$ cat src/design/impfd_pkg.sv
package impfd_pkg;

    localparam int DFT_W  = 16;
    localparam int CAL_W  = 32;
    localparam int PROD_W = 56;
    localparam int IMP_W  = 40;
    localparam int CNT_W  = 6;

    localparam logic [CAL_W-1:0]  CAL_RESET = 32'd256;
    localparam logic [PROD_W-1:0] PROD_MAX  = {PROD_W{1'b1}};
    localparam logic [IMP_W-1:0]  IMP_MAX   = {IMP_W{1'b1}};

    typedef enum logic [1:0] {
        ST_OK    = 2'd0,
        ST_NOCAL = 2'd1,
        ST_ZERO  = 2'd2,
        ST_SAT   = 2'd3
    } status_t;

    typedef enum logic {
        REQ_CAL  = 1'b0,
        REQ_MEAS = 1'b1
    } req_t;

    // top -> engine control
    typedef struct packed {
        logic start;
        req_t req_type;
        logic calibrated;
        logic out_free;
    } eng_cmd_t;

    // engine -> top status
    typedef struct packed {
        logic    ready;
        logic    done;
        logic    cal_we;
        status_t status;
    } eng_rsp_t;

endpackage

$ cat src/design/impfd_alu.sv
module impfd_alu #(
    parameter int W = 26
) (
    input  logic [W-1:0] a,
    input  logic [W-1:0] b,
    input  logic         sub,
    output logic [W-1:0] res,
    output logic         carry
);

    logic [W-1:0] b_op;

    // for a subtract, carry out high means a >= b
    assign b_op = sub ? ~b : b;
    assign {carry, res} = (W+1)'(a) + (W+1)'(b_op) + (W+1)'(sub);

endmodule

$ cat src/design/impfd_engine.sv
module impfd_engine #(
    parameter int MAG_FRAC_BITS = 8
) (
    input  logic                              clk,
    input  logic                              rst_n,
    input  impfd_pkg::eng_cmd_t               cmd,
    input  logic signed [impfd_pkg::DFT_W-1:0] real_part,
    input  logic signed [impfd_pkg::DFT_W-1:0] imag_part,
    input  logic [impfd_pkg::CAL_W-1:0]       cal_impedance,
    input  logic [impfd_pkg::PROD_W-1:0]      cal_product,
    output impfd_pkg::eng_rsp_t               rsp,
    output logic [impfd_pkg::IMP_W-1:0]       impedance,
    output logic [impfd_pkg::PROD_W-1:0]      cal_product_new
);

    localparam int DFT_W  = impfd_pkg::DFT_W;
    localparam int CAL_W  = impfd_pkg::CAL_W;
    localparam int PROD_W = impfd_pkg::PROD_W;
    localparam int IMP_W  = impfd_pkg::IMP_W;
    localparam int CNT_W  = impfd_pkg::CNT_W;
    localparam int MAG_W  = DFT_W + MAG_FRAC_BITS;
    localparam int AW     = MAG_W + 2;
    localparam int XW     = 2 * MAG_W;
    localparam int PW     = MAG_W + CAL_W;
    localparam int SQ_W   = 2 * DFT_W;

    typedef enum logic [2:0] {
        S_IDLE,
        S_SQ0,
        S_SQ1,
        S_SQRT,
        S_MUL,
        S_DIV,
        S_DONE
    } state_t;

    state_t                 state_reg, state_next;
    logic [CNT_W-1:0]       cnt_reg, cnt_next;
    impfd_pkg::req_t        req_reg, req_next;
    impfd_pkg::status_t     status_reg, status_next;
    logic                   cal_we_reg, cal_we_next;
    logic [DFT_W-1:0]       re_reg, re_next;
    logic [DFT_W-1:0]       im_reg, im_next;
    logic [SQ_W-1:0]        sum_reg, sum_next;
    logic [XW-1:0]          x_reg, x_next;
    logic [AW-1:0]          rem_reg, rem_next;
    logic [MAG_W-1:0]       root_reg, root_next;
    logic [PW-1:0]          p_reg, p_next;
    logic [PROD_W-1:0]      quo_reg, quo_next;
    logic [IMP_W-1:0]       imp_reg, imp_next;

    logic [DFT_W-1:0]       re_abs, im_abs, sq_in;
    logic [SQ_W-1:0]        sq;
    logic [AW-1:0]          alu_a, alu_b, alu_res;
    logic                   alu_sub, alu_carry;
    logic [AW-1:0]          sqrt_sh, div_sh;
    logic [MAG_W-1:0]       mul_hi;
    logic [PW-1:0]          p_step;
    logic [PROD_W-1:0]      quo_step;
    logic [63:0]            prod64;

    assign re_abs = real_part[DFT_W-1] ? DFT_W'(~real_part + 1'b1) : DFT_W'(real_part);
    assign im_abs = imag_part[DFT_W-1] ? DFT_W'(~imag_part + 1'b1) : DFT_W'(imag_part);

    assign sq_in = (state_reg == S_SQ0) ? re_reg : im_reg;
    assign sq    = sq_in * sq_in;

    // operand layouts for the three iterative phases
    assign sqrt_sh = {rem_reg[AW-3:0], x_reg[XW-1 -: 2]};
    assign mul_hi  = p_reg[PW-1:CAL_W];
    assign div_sh  = AW'({rem_reg[MAG_W-1:0], quo_reg[PROD_W-1]});

    always_comb
    begin
        case (state_reg)
            S_SQRT:
            begin
                alu_a   = sqrt_sh;
                alu_b   = {root_reg, 2'b01};
                alu_sub = 1'b1;
            end
            S_MUL:
            begin
                alu_a   = AW'(mul_hi);
                alu_b   = AW'(root_reg);
                alu_sub = 1'b0;
            end
            default:
            begin
                alu_a   = div_sh;
                alu_b   = AW'(root_reg);
                alu_sub = 1'b1;
            end
        endcase
    end

    impfd_alu #(
        .W(AW)
    ) u_alu (
        .a     (alu_a),
        .b     (alu_b),
        .sub   (alu_sub),
        .res   (alu_res),
        .carry (alu_carry)
    );

    assign p_step = p_reg[0] ? {alu_res[MAG_W:0], p_reg[CAL_W-1:1]}
                             : {1'b0, mul_hi, p_reg[CAL_W-1:1]};
    assign prod64   = 64'(p_step);
    assign quo_step = {quo_reg[PROD_W-2:0], alu_carry};

    always_comb
    begin
        state_next  = state_reg;
        cnt_next    = cnt_reg;
        req_next    = req_reg;
        status_next = status_reg;
        cal_we_next = cal_we_reg;
        re_next     = re_reg;
        im_next     = im_reg;
        sum_next    = sum_reg;
        x_next      = x_reg;
        rem_next    = rem_reg;
        root_next   = root_reg;
        p_next      = p_reg;
        quo_next    = quo_reg;
        imp_next    = imp_reg;

        case (state_reg)
            S_IDLE:
            begin
                if (cmd.start)
                begin
                    req_next    = cmd.req_type;
                    re_next     = re_abs;
                    im_next     = im_abs;
                    status_next = impfd_pkg::ST_OK;
                    cal_we_next = 1'b0;
                    imp_next    = '0;
                    if (cmd.req_type == impfd_pkg::REQ_MEAS && !cmd.calibrated)
                    begin
                        status_next = impfd_pkg::ST_NOCAL;
                        state_next  = S_DONE;
                    end
                    else if (re_abs == '0 && im_abs == '0)
                    begin
                        status_next = impfd_pkg::ST_ZERO;
                        state_next  = S_DONE;
                    end
                    else
                    begin
                        state_next = S_SQ0;
                    end
                end
            end
            S_SQ0:
            begin
                sum_next   = sq;
                state_next = S_SQ1;
            end
            S_SQ1:
            begin
                sum_next   = sum_reg + sq;
                x_next     = XW'(sum_next) << (2 * MAG_FRAC_BITS);
                rem_next   = '0;
                root_next  = '0;
                cnt_next   = CNT_W'(MAG_W - 1);
                state_next = S_SQRT;
            end
            S_SQRT:
            begin
                // one root bit per cycle, restoring
                x_next = x_reg << 2;
                if (alu_carry)
                begin
                    rem_next  = alu_res;
                    root_next = {root_reg[MAG_W-2:0], 1'b1};
                end
                else
                begin
                    rem_next  = sqrt_sh;
                    root_next = {root_reg[MAG_W-2:0], 1'b0};
                end
                cnt_next = cnt_reg - 1'b1;
                if (cnt_reg == '0)
                begin
                    rem_next = '0;
                    if (req_reg == impfd_pkg::REQ_CAL)
                    begin
                        p_next     = PW'(cal_impedance);
                        cnt_next   = CNT_W'(CAL_W - 1);
                        state_next = S_MUL;
                    end
                    else
                    begin
                        quo_next   = cal_product;
                        cnt_next   = CNT_W'(PROD_W - 1);
                        state_next = S_DIV;
                    end
                end
            end
            S_MUL:
            begin
                p_next   = p_step;
                cnt_next = cnt_reg - 1'b1;
                if (cnt_reg == '0)
                begin
                    quo_next    = (|prod64[63:PROD_W]) ? impfd_pkg::PROD_MAX
                                                       : prod64[PROD_W-1:0];
                    cal_we_next = 1'b1;
                    state_next  = S_DONE;
                end
            end
            S_DIV:
            begin
                rem_next = alu_carry ? alu_res : div_sh;
                quo_next = quo_step;
                cnt_next = cnt_reg - 1'b1;
                if (cnt_reg == '0)
                begin
                    if (|quo_step[PROD_W-1:IMP_W])
                    begin
                        imp_next    = impfd_pkg::IMP_MAX;
                        status_next = impfd_pkg::ST_SAT;
                    end
                    else
                    begin
                        imp_next = quo_step[IMP_W-1:0];
                    end
                    state_next = S_DONE;
                end
            end
            S_DONE:
            begin
                if (cmd.out_free)
                begin
                    cal_we_next = 1'b0;
                    state_next  = S_IDLE;
                end
            end
            default:
            begin
                state_next = S_IDLE;
            end
        endcase
    end

    always_ff @(posedge clk or negedge rst_n)
    begin
        if (!rst_n)
        begin
            state_reg  <= S_IDLE;
            cnt_reg    <= '0;
            cal_we_reg <= 1'b0;
            status_reg <= impfd_pkg::ST_OK;
            req_reg    <= impfd_pkg::REQ_CAL;
        end
        else
        begin
            state_reg  <= state_next;
            cnt_reg    <= cnt_next;
            cal_we_reg <= cal_we_next;
            status_reg <= status_next;
            req_reg    <= req_next;
            re_reg     <= re_next;
            im_reg     <= im_next;
            sum_reg    <= sum_next;
            x_reg      <= x_next;
            rem_reg    <= rem_next;
            root_reg   <= root_next;
            p_reg      <= p_next;
            quo_reg    <= quo_next;
            imp_reg    <= imp_next;
        end
    end

    assign rsp.ready       = (state_reg == S_IDLE);
    assign rsp.done        = (state_reg == S_DONE);
    assign rsp.cal_we      = cal_we_reg;
    assign rsp.status      = status_reg;
    assign impedance       = imp_reg;
    assign cal_product_new = quo_reg;

`ifndef NO_ASSERTIONS
    a_start_idle: assert property (@(posedge clk) disable iff (!rst_n)
        cmd.start |-> state_reg == S_IDLE)
        else $error("start outside idle");

    a_cal_ok: assert property (@(posedge clk) disable iff (!rst_n)
        rsp.done && rsp.cal_we |-> status_reg == impfd_pkg::ST_OK && root_reg != '0)
        else $error("calibration update with bad status or zero magnitude");

    a_cal_only_calreq: assert property (@(posedge clk) disable iff (!rst_n)
        rsp.done && rsp.cal_we |-> req_reg == impfd_pkg::REQ_CAL)
        else $error("calibration update on a measure request");
`endif

endmodule

$ cat src/design/impedance_from_dft_calibrated_top.sv
// channel   direction  handshake                 payload
// in        input      in_valid / in_ready       req_type, real_part, imag_part
// out       output     out_valid / out_ready     impedance, status
// cfg       input      cfg_wr_en (no wait)       cfg_wr_data (cal_impedance)
//
// after the input transfer the squares are summed, then the one shared add/subtract unit
// runs the square root and then a shift-add multiply for calibrate or a restoring divide
// for measure, one bit a cycle, before the result goes to the output register;
// not-calibrated and zero-input items go straight to the done state
// in_ready rises together with the registered result, so no new item is taken before
// that; a result still held in a full output register keeps in_ready low
// rst_n clears control, the calibration state and sets cal_impedance to 256
module impedance_from_dft_calibrated_top #(
    parameter int MAG_FRAC_BITS = 8
) (
    input  logic                               clk,
    input  logic                               rst_n,
    input  logic                               in_valid,
    output logic                               in_ready,
    input  logic                               req_type,
    input  logic signed [impfd_pkg::DFT_W-1:0] real_part,
    input  logic signed [impfd_pkg::DFT_W-1:0] imag_part,
    output logic                               out_valid,
    input  logic                               out_ready,
    output logic [impfd_pkg::IMP_W-1:0]        impedance,
    output logic [1:0]                         status,
    input  logic                               cfg_wr_en,
    input  logic [impfd_pkg::CAL_W-1:0]        cfg_wr_data
);

    impfd_pkg::eng_cmd_t             eng_cmd;
    impfd_pkg::eng_rsp_t             eng_rsp;
    logic [impfd_pkg::IMP_W-1:0]     eng_imp;
    logic [impfd_pkg::PROD_W-1:0]    eng_prod;

    logic [impfd_pkg::CAL_W-1:0]     cal_impedance_reg;
    logic [impfd_pkg::PROD_W-1:0]    cal_product_reg;
    logic                            calibrated_reg;
    logic                            out_valid_reg;
    logic [impfd_pkg::IMP_W-1:0]     impedance_reg;
    impfd_pkg::status_t              status_reg;

    logic                            in_xfer;
    logic                            out_free;
    logic                            take;

    assign in_ready = eng_rsp.ready;
    assign in_xfer  = in_valid && in_ready;
    assign out_free = !out_valid_reg || out_ready;
    assign take     = eng_rsp.done && out_free;

    assign eng_cmd.start      = in_xfer;
    assign eng_cmd.req_type   = impfd_pkg::req_t'(req_type);
    assign eng_cmd.calibrated = calibrated_reg;
    assign eng_cmd.out_free   = out_free;

    impfd_engine #(
        .MAG_FRAC_BITS(MAG_FRAC_BITS)
    ) u_engine (
        .clk             (clk),
        .rst_n           (rst_n),
        .cmd             (eng_cmd),
        .real_part       (real_part),
        .imag_part       (imag_part),
        .cal_impedance   (cal_impedance_reg),
        .cal_product     (cal_product_reg),
        .rsp             (eng_rsp),
        .impedance       (eng_imp),
        .cal_product_new (eng_prod)
    );

    always_ff @(posedge clk or negedge rst_n)
    begin
        if (!rst_n)
        begin
            cal_impedance_reg <= impfd_pkg::CAL_RESET;
            cal_product_reg   <= '0;
            calibrated_reg    <= 1'b0;
            out_valid_reg     <= 1'b0;
            status_reg        <= impfd_pkg::ST_OK;
        end
        else
        begin
            if (cfg_wr_en)
            begin
                cal_impedance_reg <= cfg_wr_data;
            end
            if (take)
            begin
                out_valid_reg <= 1'b1;
                impedance_reg <= eng_imp;
                status_reg    <= eng_rsp.status;
                // state is committed when the result enters the output register
                if (eng_rsp.cal_we)
                begin
                    cal_product_reg <= eng_prod;
                    calibrated_reg  <= 1'b1;
                end
            end
            else if (out_ready)
            begin
                out_valid_reg <= 1'b0;
            end
        end
    end

    assign out_valid = out_valid_reg;
    assign impedance = impedance_reg;
    assign status    = status_reg;

`ifndef NO_ASSERTIONS
    a_sat_max: assert property (@(posedge clk) disable iff (!rst_n)
        out_valid_reg && status_reg == impfd_pkg::ST_SAT |-> impedance_reg == impfd_pkg::IMP_MAX)
        else $error("saturated result not at maximum");

    a_err_zero: assert property (@(posedge clk) disable iff (!rst_n)
        out_valid_reg && (status_reg == impfd_pkg::ST_NOCAL || status_reg == impfd_pkg::ST_ZERO)
        |-> impedance_reg == '0)
        else $error("error result with nonzero impedance");

    a_cal_commit: assert property (@(posedge clk) disable iff (!rst_n)
        take && eng_rsp.cal_we |=> calibrated_reg && cal_product_reg == $past(eng_prod))
        else $error("calibration not committed");
`endif

endmodule

$ cat config.mk
export PLATFORM = sky130hd
export DESIGN_NAME = impedance_from_dft_calibrated_top
export DESIGN_NICKNAME = d
export VERILOG_FILES = /design/src/design/impfd_pkg.sv /design/src/design/impfd_alu.sv /design/src/design/impfd_engine.sv /design/src/design/impedance_from_dft_calibrated_top.sv
export SDC_FILE = /design/constraint.sdc
export NUM_CORES = 1
export LEC_CHECK = 0
export BUFFER_PORTS_ARGS = -buffer_cell sky130_fd_sc_hd__buf_2
export CORE_ASPECT_RATIO = 1.25
export CORE_UTILIZATION = 51
export DETAILED_ROUTE_END_ITERATION = 6
export GPL_TIMING_DRIVEN = 1
export PLACE_DENSITY = 0.68
export SLEW_MARGIN = 15
export SYNTH_ARGS = -nofsm -noshare
export SYNTH_HDL_FRONTEND = slang
export SYNTH_HIERARCHICAL = 1
export SYNTH_SLANG_ARGS = --single-unit
$ cat constraint.sdc
create_clock -name clk -period 12.31 [get_ports clk]
set_input_delay 2.462 -clock clk [delete_from_list [all_inputs] [get_ports clk]]
set_output_delay 2.462 -clock clk [all_outputs]
set_load 0.005 [all_outputs]
==> results by group, run 1 <==
Status
  • Result of the run: finished clean

Route
  • Detailed-routed wire length on met2: roughly 35000 um
  • Via-to-Cell Ratio: about 5.7
  • Total routed wire length on the met1 layer: 29800 um
  • Detailed-route via count: ~21000
  • Overall routed net length: 69900 um
  • DR top layer: met4
  • Number of nets with antenna violations after routing: 0
  • Detailed router's first-iteration violation count: about 1400
  • First-pass detailed-route iteration total: 5
  • Detail-routed net length per standard cell: about 19 um
  • Post-route DRC: 0
  • Met3 routed wirelength: approximately 2600 um

Floorplanning
  • Num ports: approximately 110
  • Std-Cell Core Area: 57400 sq um
  • Die area: 59300 sq um
  • Starting density of the core: between 50 and 60%
  • Die X: 218 um
  • Height of the die: around 270 um
  • # rows: 98

Timing
  • Hold Fails Final Rpt: 0
  • Count of final setup violators: 0
  • Total negative setup slack: 0 ps
  • Remaining max-slew budget at the tightest pin: about 22%
  • Final worst clock skew: 21.6 ps
  • RSZ-0062 raised after global routing: false
  • Maximum frequency from static timing analysis: 92.2 MHz
  • Worst Max-Slew Pin Slew: 1160 ps
  • Minimum clock period: between 10000 and 15000 ps
  • Part of the cycle the worst path needs: about nine tenths
  • Number of pins with negative max-slew slack in the final report: 0

Flow run
  • Number of max-capacitance violations reported: 0

Clock tree
  • Post-CTS setup buffer count: 0
  • CTS Root Buffer Type: sky130_fd_sc_hd__clkbuf_16
  • Count of H-tree levels built during CTS: 2
  • Post-CTS Resized: 0
  • CTS tree: done
  • Cts-stage hold buffer count: 0
  • Clock input transition at the sequential cells of the worst setup and hold paths: 60 ps
  • TritonCTS sink count: 441
  • Clock buffers created by TritonCTS: 46
  • Clk_lat worst skew: 600 ps
  • Buffer levels on the longest clock path: 3

Critical path
  • Data required time of the worst path: 12730 ps
  • Critical path's most frequent cell: sky130_fd_sc_hd__inv_1
  • WP data arrival: 11260 ps
  • Critical-path maximum fanout: 22
  • Highest cell delay on the worst timing path: 760 ps
  • Setup slack, reg-to-reg: 1470 ps
  • Type of element launching the critical path: register
  • Cell type of the slowest stage on the worst timing path: sky130_fd_sc_hd__mux2i_1
  • Depth of the worst register-to-register path: 38
  • Type of the setup path with the least slack: register to register
  • Crit path capture type: register

Global routing
  • Vias in the first global route: 21800
  • Total congestion overflow after global routing: 0
  • Initial antenna violation count: 0
  • Gr usage total: a little under a quarter
  • Wire length of the first global-routing pass: between 100000 and 150000 um
  • Pin count of the biggest net entering global routing: about 120

Finish
  • NumNets Final: between 3000 and 4000
  • Share of cells above drive strength 1: 12.6%
  • Number of antenna diodes: 0
  • Fill cell count: around 5000
  • Area growth from synthesis to layout: 9.56%

Logic synthesis
  • Synth warn: 6
  • Mean cell area of the mapped netlist: around 10 sq um
  • Combined area of all synthesized cells: around 30000 sq um
  • Instance count of the mapped netlist: between 2000 and 3000
  • Net Count, Synth: 3255

Place
  • Weighted congestion at the end of routability-driven global placement: 0.926
  • Number of port buffers: 113
  • Detailed Place HPWL: 50600 um

Worst hold path
  • Hold Path Class: register to register
  • Count of cells along the worst hold path: 0
-- per-layer routing --
| metal | track usage (%) | up-vias |
|---|---|---|
| li1 | - | 10000 |
| met1 | 30.5 | 10400 |
| met2 | 41.7 | 541 |
| met3 | 2.56 | 139 |
| met4 | 8.81 | 0 |
| met5 | 0 | - |
-- area by class of cell --
class / instances / area [sq um] / share of cell area [%]
Clock inverter: 29 / 299 / 0.918
Multi-Input combinational cell: 2036 / 15600 / 47.9
Sequential cell: 441 / 12700 / 39.0
Inverter: 256 / 962 / 2.95
Timing Repair Buffer: 146 / 816 / 2.50
Clock buffer: 55 / 1230 / 3.79
Tap cell: 750 / 938 / 2.88
-- critical path, delay by kind of cell (launching register included) --
kind	cells	cell delay, ps
fa+ha+maj	8	3810
compound gates	12	2650
buf+inv	10	1600
simple gates	6	1150
mux	1	760
flops	1	500
xor+xnor	1	170
-- per-stage QoR --
stage / worst slack [ps] / hold slack, ps / instance area, sq um / utilization, % / instances
4_1_cts: 1550 / 418 / 32600 / 56.8 / 3713
6_report: 1470 / 418 / 32600 / 56.8 / 3713
3_3_place_gp: 1880 / 401 / 31100 / 54.1 / 3629
2_1_floorplan: 2320 / 400 / 29700 / - / 2858
5_1_grt: 679 / 426 / 32600 / 56.8 / 3713
3_5_place_dp: 1590 / 405 / 31100 / 54.1 / 3629
-- final timing paths --
| check | startpoint | endpoint |
|---|---|---|
| setup reg to reg | u_engine/state_reg[0] | u_engine/x_reg[47] |
| hold reg to reg | u_engine/impedance[15] | impedance[15] |
| setup / recovery | u_engine/state_reg[0] | u_engine/x_reg[47] |
| hold / removal | u_engine/impedance[15] | impedance[15] |
| max in group asynchronous | rst_n | cal_product_reg[38] |
| min in group asynchronous | rst_n | cal_product_reg[29] |
-- cell usage in the layout, fill, tap and decap left out, types with 12 or more instances in the layout --
master / n
sky130_fd_sc_hd__xor2_1: 63
sky130_fd_sc_hd__o21a_1: 14
sky130_fd_sc_hd__and2_1: 35
sky130_fd_sc_hd__nor4_1: 12
sky130_fd_sc_hd__mux2i_1: 39
sky130_fd_sc_hd__ha_1: 165
sky130_fd_sc_hd__clkinv_1: 12
sky130_fd_sc_hd__nand3_1: 21
sky130_fd_sc_hd__nand2b_1: 14
sky130_fd_sc_hd__mux2_4: 30
sky130_fd_sc_hd__xnor2_1: 73
sky130_fd_sc_hd__o21ai_0: 86
sky130_fd_sc_hd__o21bai_1: 12
sky130_fd_sc_hd__edfxtp_1: 336
sky130_fd_sc_hd__nor2_1: 224
sky130_fd_sc_hd__buf_2: 112
sky130_fd_sc_hd__dfrtp_1: 104
sky130_fd_sc_hd__fa_1: 161
sky130_fd_sc_hd__buf_4: 34
sky130_fd_sc_hd__a21oi_1: 131
sky130_fd_sc_hd__and3_1: 13
sky130_fd_sc_hd__mux2_2: 80
sky130_fd_sc_hd__a211oi_1: 14
sky130_fd_sc_hd__clkbuf_16: 46
sky130_fd_sc_hd__a21o_1: 81
sky130_fd_sc_hd__a31oi_1: 50
sky130_fd_sc_hd__nand2_1: 487
sky130_fd_sc_hd__inv_1: 246
sky130_fd_sc_hd__nor3_1: 21
sky130_fd_sc_hd__a22oi_1: 48
Power of run 1 is left out: the tool's default activity adds up to more than one toggle a clock period on the data nets, which glitch-free logic cannot reach.
==> run 2: changes to the inputs <==
--- a/config.mk
+++ b/config.mk
@@ -7,10 +7,9 @@
 export LEC_CHECK = 0
 export BUFFER_PORTS_ARGS = -buffer_cell sky130_fd_sc_hd__buf_2
 export CORE_ASPECT_RATIO = 1.25
-export CORE_UTILIZATION = 51
+export CORE_UTILIZATION = 35
 export DETAILED_ROUTE_END_ITERATION = 6
 export GPL_TIMING_DRIVEN = 1
-export PLACE_DENSITY = 0.68
 export SLEW_MARGIN = 15
 export SYNTH_ARGS = -nofsm -noshare
 export SYNTH_HDL_FRONTEND = slang
==> results by group, run 2 (synthesized netlist as in run 1, its figures left out) <==
Finish
  • Number of antenna diodes: 0
  • Fill cell count: about 8200
  • Share of cells above drive strength 1: between 10% and 20%
  • Area taken by multi-input logic gates: 15600 sq um
  • NumNets Final: 3321
  • Final design instance area without fill: 33100 sq um
  • Area growth from synthesis to layout: 11.3%
  • Most frequent standard cell in the layout excluding fill and tap cells: sky130_fd_sc_hd__nand2_1
  • Combined flip-flop and latch cell area: between 10000 and 15000 sq um
  • Most frequent cells in the layout: sky130_fd_sc_hd__nand2_1 (487), sky130_fd_sc_hd__edfxtp_1 (336), sky130_fd_sc_hd__inv_1 (246)

Critical path
  • Type of the setup path with the least slack: register to register
  • Buffering stage count on the worst path with inverters included: 10
  • Setup slack, reg-to-reg: 1860 ps
  • Data required time of the worst path: about 13000 ps
  • Critical-path maximum fanout: 22
  • Cell type of the slowest stage on the worst timing path: sky130_fd_sc_hd__mux2i_1
  • Crit path capture type: register
  • Type of element launching the critical path: register
  • Largest delay contributor family on the critical path: adder cells
  • Highest cell delay on the worst timing path: 640 ps
  • WP data arrival: ~11000 ps
  • Critical path's most frequent cell: sky130_fd_sc_hd__inv_1

Route
  • Detailed-route via count: about 21000
  • Post-route DRC: 0
  • Overall routed net length: around 70000 um
  • Via-to-Cell Ratio: 5.10
  • Detailed router's first-iteration violation count: between 1000 and 1500
  • Number of nets with antenna violations after routing: 0
  • Detail-routed net length per standard cell: roughly 17 um
  • First-pass detailed-route iteration total: 5

Floorplanning
  • Die area: approximately 86000 sq um
  • Die X: roughly 260 um
  • Starting density of the core: approximately 35%
  • Std-Cell Core Area: between 80000 and 90000 sq um
  • Height of the die: between 300 and 400 um
  • # rows: roughly 120
  • Num ports: approximately 110

Timing
  • RSZ-0062 raised after global routing: false
  • Part of the cycle the worst path needs: a little over four fifths
  • Remaining max-slew budget at the tightest pin: approximately 28%
  • Count of final setup violators: 0
  • Hold Fails Final Rpt: 0
  • Final worst clock skew: approximately 21 ps
  • Minimum clock period: roughly 10000 ps
  • Total negative setup slack: 0 ps
  • Worst Max-Slew Pin Slew: 1080 ps
  • Maximum frequency from static timing analysis: approximately 96 MHz
  • Final worst-path setup slack: 1860 ps
  • Number of pins with negative max-slew slack in the final report: 0
  • Final hold slack: a little over 400 ps

Global routing
  • Wire length of the first global-routing pass: approximately 110000 um
  • Vias in the first global route: 21200
  • Pin count of the biggest net entering global routing: 84
  • Total congestion overflow after global routing: 0
  • Initial antenna violation count: 0
  • Gr usage total: 15.9%

Clock tree
  • Count of H-tree levels built during CTS: 2
  • CTS tree: done
  • Clock input transition at the sequential cells of the worst setup and hold paths: about 60 ps
  • CTS Root Buffer Type: sky130_fd_sc_hd__clkbuf_16
  • Buffer levels on the longest clock path: 3
  • Clk_lat worst skew: ~600 ps
  • Post-CTS Resized: 0
  • Cts-stage hold buffer count: 0
  • Clock buffers created by TritonCTS: 44
  • TritonCTS sink count: roughly 440
  • Post-CTS setup buffer count: 0

Flow run
  • Number of max-capacitance violations reported: 0

Status
  • Result of the run: finished clean

Worst hold path
  • Hold Path Class: register to register

Place
  • Placement-stage cell area: 31500 sq um
  • Weighted congestion at the end of routability-driven global placement: 0.866
  • Detailed Place HPWL: ~49000 um
  • Number of port buffers: ~110
  • Setup slack after placement: between 1500 and 2000 ps
==> run 2: cell types whose count changed in the layout (fill, tap and decap cells not counted), moves of 2 or more <==
cell | before | now
sky130_fd_sc_hd__clkinv_2 | 10 | 7
sky130_fd_sc_hd__inv_8 | 2 | 0
sky130_fd_sc_hd__clkbuf_8 | 5 | 8
sky130_fd_sc_hd__clkinv_1 | 12 | 9
sky130_fd_sc_hd__bufinv_16 | 3 | 6
sky130_fd_sc_hd__inv_6 | 4 | 2
==> run 2: worst paths after layout <==
path / startpoint / to / depth (start not counted)
min reg2reg: u_engine/impedance[28] / impedance[28] / 0
max in group asynchronous: rst_n / cal_product_reg[16] / 2
max reg2reg: u_engine/state_reg[0] / u_engine/x_reg[47] / 38
min in group asynchronous: rst_n / cal_product_reg[0] / 1
max: u_engine/state_reg[0] / u_engine/x_reg[47] / 38
min: u_engine/impedance[28] / impedance[28] / 0
==> run 2: cell type report <==
| cell class | instances | area share, % |
|---|---|---|
| Multi-Input combinational cell | 2036 | 47.2 |
| Sequential cell | 441 | 38.4 |
| Tap cell | 1089 | 4.12 |
| Clock buffer | 60 | 3.94 |
| Inverter | 256 | 2.91 |
| Timing Repair Buffer | 145 | 2.44 |
| Clock inverter | 22 | 0.949 |
==> run 2: through the flow <==
stage | instances | util (%)
after floorplan | 2858 | -
after global placement | 3967 | 37.4
after detailed placement | 3967 | 37.4
after CTS | 4049 | 39.3
after global routing | 4049 | 39.3
final | 4049 | 39.3
==> run 2: per-layer routing <==
layer / vias up / share of wire (%) / GRT usage [%]
li1: 9993 / - / -
met1: 10000 / 45 / 20.9
met2: 473 / 48 / 27.3
met3: 124 / 3.7 / 1.73
met4: 0 / 2.9 / 5.50
met5: - / 0 / 0
Power of run 2 is left out for the same reason.
==> run 3: changes to the inputs <==
==> constraint.sdc (replaced) <==
create_clock -name clk -period 8.57 [get_ports clk]
set_input_delay 1.714 -clock clk [delete_from_list [all_inputs] [get_ports clk]]
set_output_delay 1.714 -clock clk [all_outputs]
set_load 0.005 [all_outputs]
==> results by group, run 3 (synthesized netlist as in run 1, its figures left out) <==
Timing
  • RSZ-0062 raised after global routing: true
  • Part of the cycle the worst path needs: between 90 and 100%
  • Final worst-path setup slack: approximately 70 ps
  • Final hold slack: around 420 ps
  • Hold Fails Final Rpt: 0
  • Number of pins with negative max-slew slack in the final report: 0
  • Maximum frequency from static timing analysis: approximately 120 MHz
  • Worst Max-Slew Pin Slew: ~1000 ps
  • Remaining max-slew budget at the tightest pin: a little over 30%
  • Count of final setup violators: 0
  • Final worst clock skew: around 18 ps
  • Minimum clock period: around 8500 ps

Critical path
  • Type of the setup path with the least slack: register to register
  • Type of element launching the critical path: register
  • Cell type of the slowest stage on the worst timing path: sky130_fd_sc_hd__fa_1
  • WP data arrival: 8830 ps
  • Buffering stage count on the worst path with inverters included: 8
  • Largest delay contributor family on the critical path: adder cells
  • Critical path's most frequent cell: sky130_fd_sc_hd__fa_1
  • Crit path capture type: register
  • Data required time of the worst path: roughly 8900 ps
  • Critical-path maximum fanout: 8
  • Highest cell delay on the worst timing path: between 500 and 600 ps

Clock tree
  • Count of H-tree levels built during CTS: 2
  • Clk_lat worst skew: 590 ps
  • TritonCTS sink count: between 400 and 500
  • Clock buffers created by TritonCTS: 44
  • CTS Root Buffer Type: sky130_fd_sc_hd__clkbuf_16
  • Clock input transition at the sequential cells of the worst setup and hold paths: about 70 ps
  • CTS tree: done
  • Buffer levels on the longest clock path: 3

Finish
  • Most frequent cells in the layout: sky130_fd_sc_hd__nand2_1 (479), sky130_fd_sc_hd__edfxtp_1 (336), sky130_fd_sc_hd__inv_1 (240)
  • NumNets Final: 3415
  • Share of cells above drive strength 1: approximately 18%
  • Most frequent standard cell in the layout excluding fill and tap cells: sky130_fd_sc_hd__nand2_1
  • Area growth from synthesis to layout: 15.4%
  • Finished Layout Cells: between 4000 and 5000

Floorplanning
  • Die X: around 260 um
  • Num ports: 114
  • Die area: between 80000 and 90000 sq um
  • Height of the die: around 330 um
  • Std-Cell Core Area: 84100 sq um
  • # rows: 119
  • Starting density of the core: a little over a third

Global routing
  • Initial antenna violation count: 3
  • Total congestion overflow after global routing: 0
  • Wire length of the first global-routing pass: ~110000 um
  • Gr usage total: 16.1%
  • Pin count of the biggest net entering global routing: 75
  • Vias in the first global route: 21700

Route
  • Post-route DRC: 0
  • Number of nets with antenna violations after routing: 0
  • Overall routed net length: between 60000 and 70000 um
  • Detailed-route via count: roughly 21000
  • First-pass detailed-route iteration total: 6
  • Via-to-Cell Ratio: slightly above 5
  • Detail-routed net length per standard cell: about 17 um
  • Detailed router's first-iteration violation count: roughly 1300

Place
  • Detailed Place HPWL: 50400 um
  • Setup slack after placement: -276 ps
  • Weighted congestion at the end of routability-driven global placement: ~0.87
  • Post-placement cell count: ~4000
  • Number of port buffers: 113

Status
  • Result of the run: finished clean

Flow run
  • Number of max-capacitance violations reported: 0

Worst hold path
  • Hold Path Class: register to register
## run 3: per-stage QoR
step           utilization (%)  area, sq um  TNS [ps]
6_report                  40.8        34300         0
3_3_place_gp              38.0        32000      -836
3_5_place_dp              38.0        32000     -1380
5_1_grt                   40.8        34300     -1990
2_1_floorplan                -        29900     -32.1
4_1_cts                   40.1        33800     -4.08
## run 3: worst register-to-register path: cells and delay by family (launching register included)
kind,cells,cell delay (ps)
mux,1,350
fa+ha+maj,8,3490
compound gates,10,1760
xor+xnor,1,230
buf+inv,8,860
flops,1,400
simple gates,6,1140
## run 3: area by class of cell
type | count | area [sq um]
well taps | 1089 | 1360
multi-input cells | 2036 | 16100
fillers | 8052 | 49800
clock buffers | 54 | 1190
repair inverters | 1 | 5.00
repair buffers | 238 | 1600
diodes | 1 | 2.50
flip-flops and latches | 441 | 12700
inverters | 256 | 987
clock inverters | 28 | 342
## run 3: worst paths after layout
check	from	endpoint	slack, ps	depth (start not counted)
worst max register to register	u_engine/state_reg[2]	u_engine/x_reg[47]	70	34
worst min register to register	u_engine/impedance[31]	impedance[31]	420	0
min in group asynchronous	rst_n	u_engine/status_reg[0]	1170	1
worst max-delay path	u_engine/state_reg[2]	u_engine/x_reg[47]	70	34
max in group asynchronous	rst_n	cal_impedance_reg[25]	6050	2
worst min-delay path	u_engine/impedance[31]	impedance[31]	420	0
## run 3: per-layer routing
metal	global-route usage (%)	wire [um]	share of wire (%)	up-vias
met5	0	0	0	-
met4	5.60	2070	3.0	0
met3	1.90	2530	3.6	116
met2	28.5	34500	49	431
met1	20.4	30800	44	10300
li1	-	-	-	10200
## run 3: timing repair
| item | in CTS | in global routing |
|---|---|---|
| resized for setup | 24 | 78 |
| pin swaps | 15 | 58 |
| hold buffers | 0 | 0 |
| cloned | 1 | 1 |
| buffers inserted | 13 | 31 |
| setup endpoints to repair | 9 | 25 |
Power of run 3 is left out for the same reason.
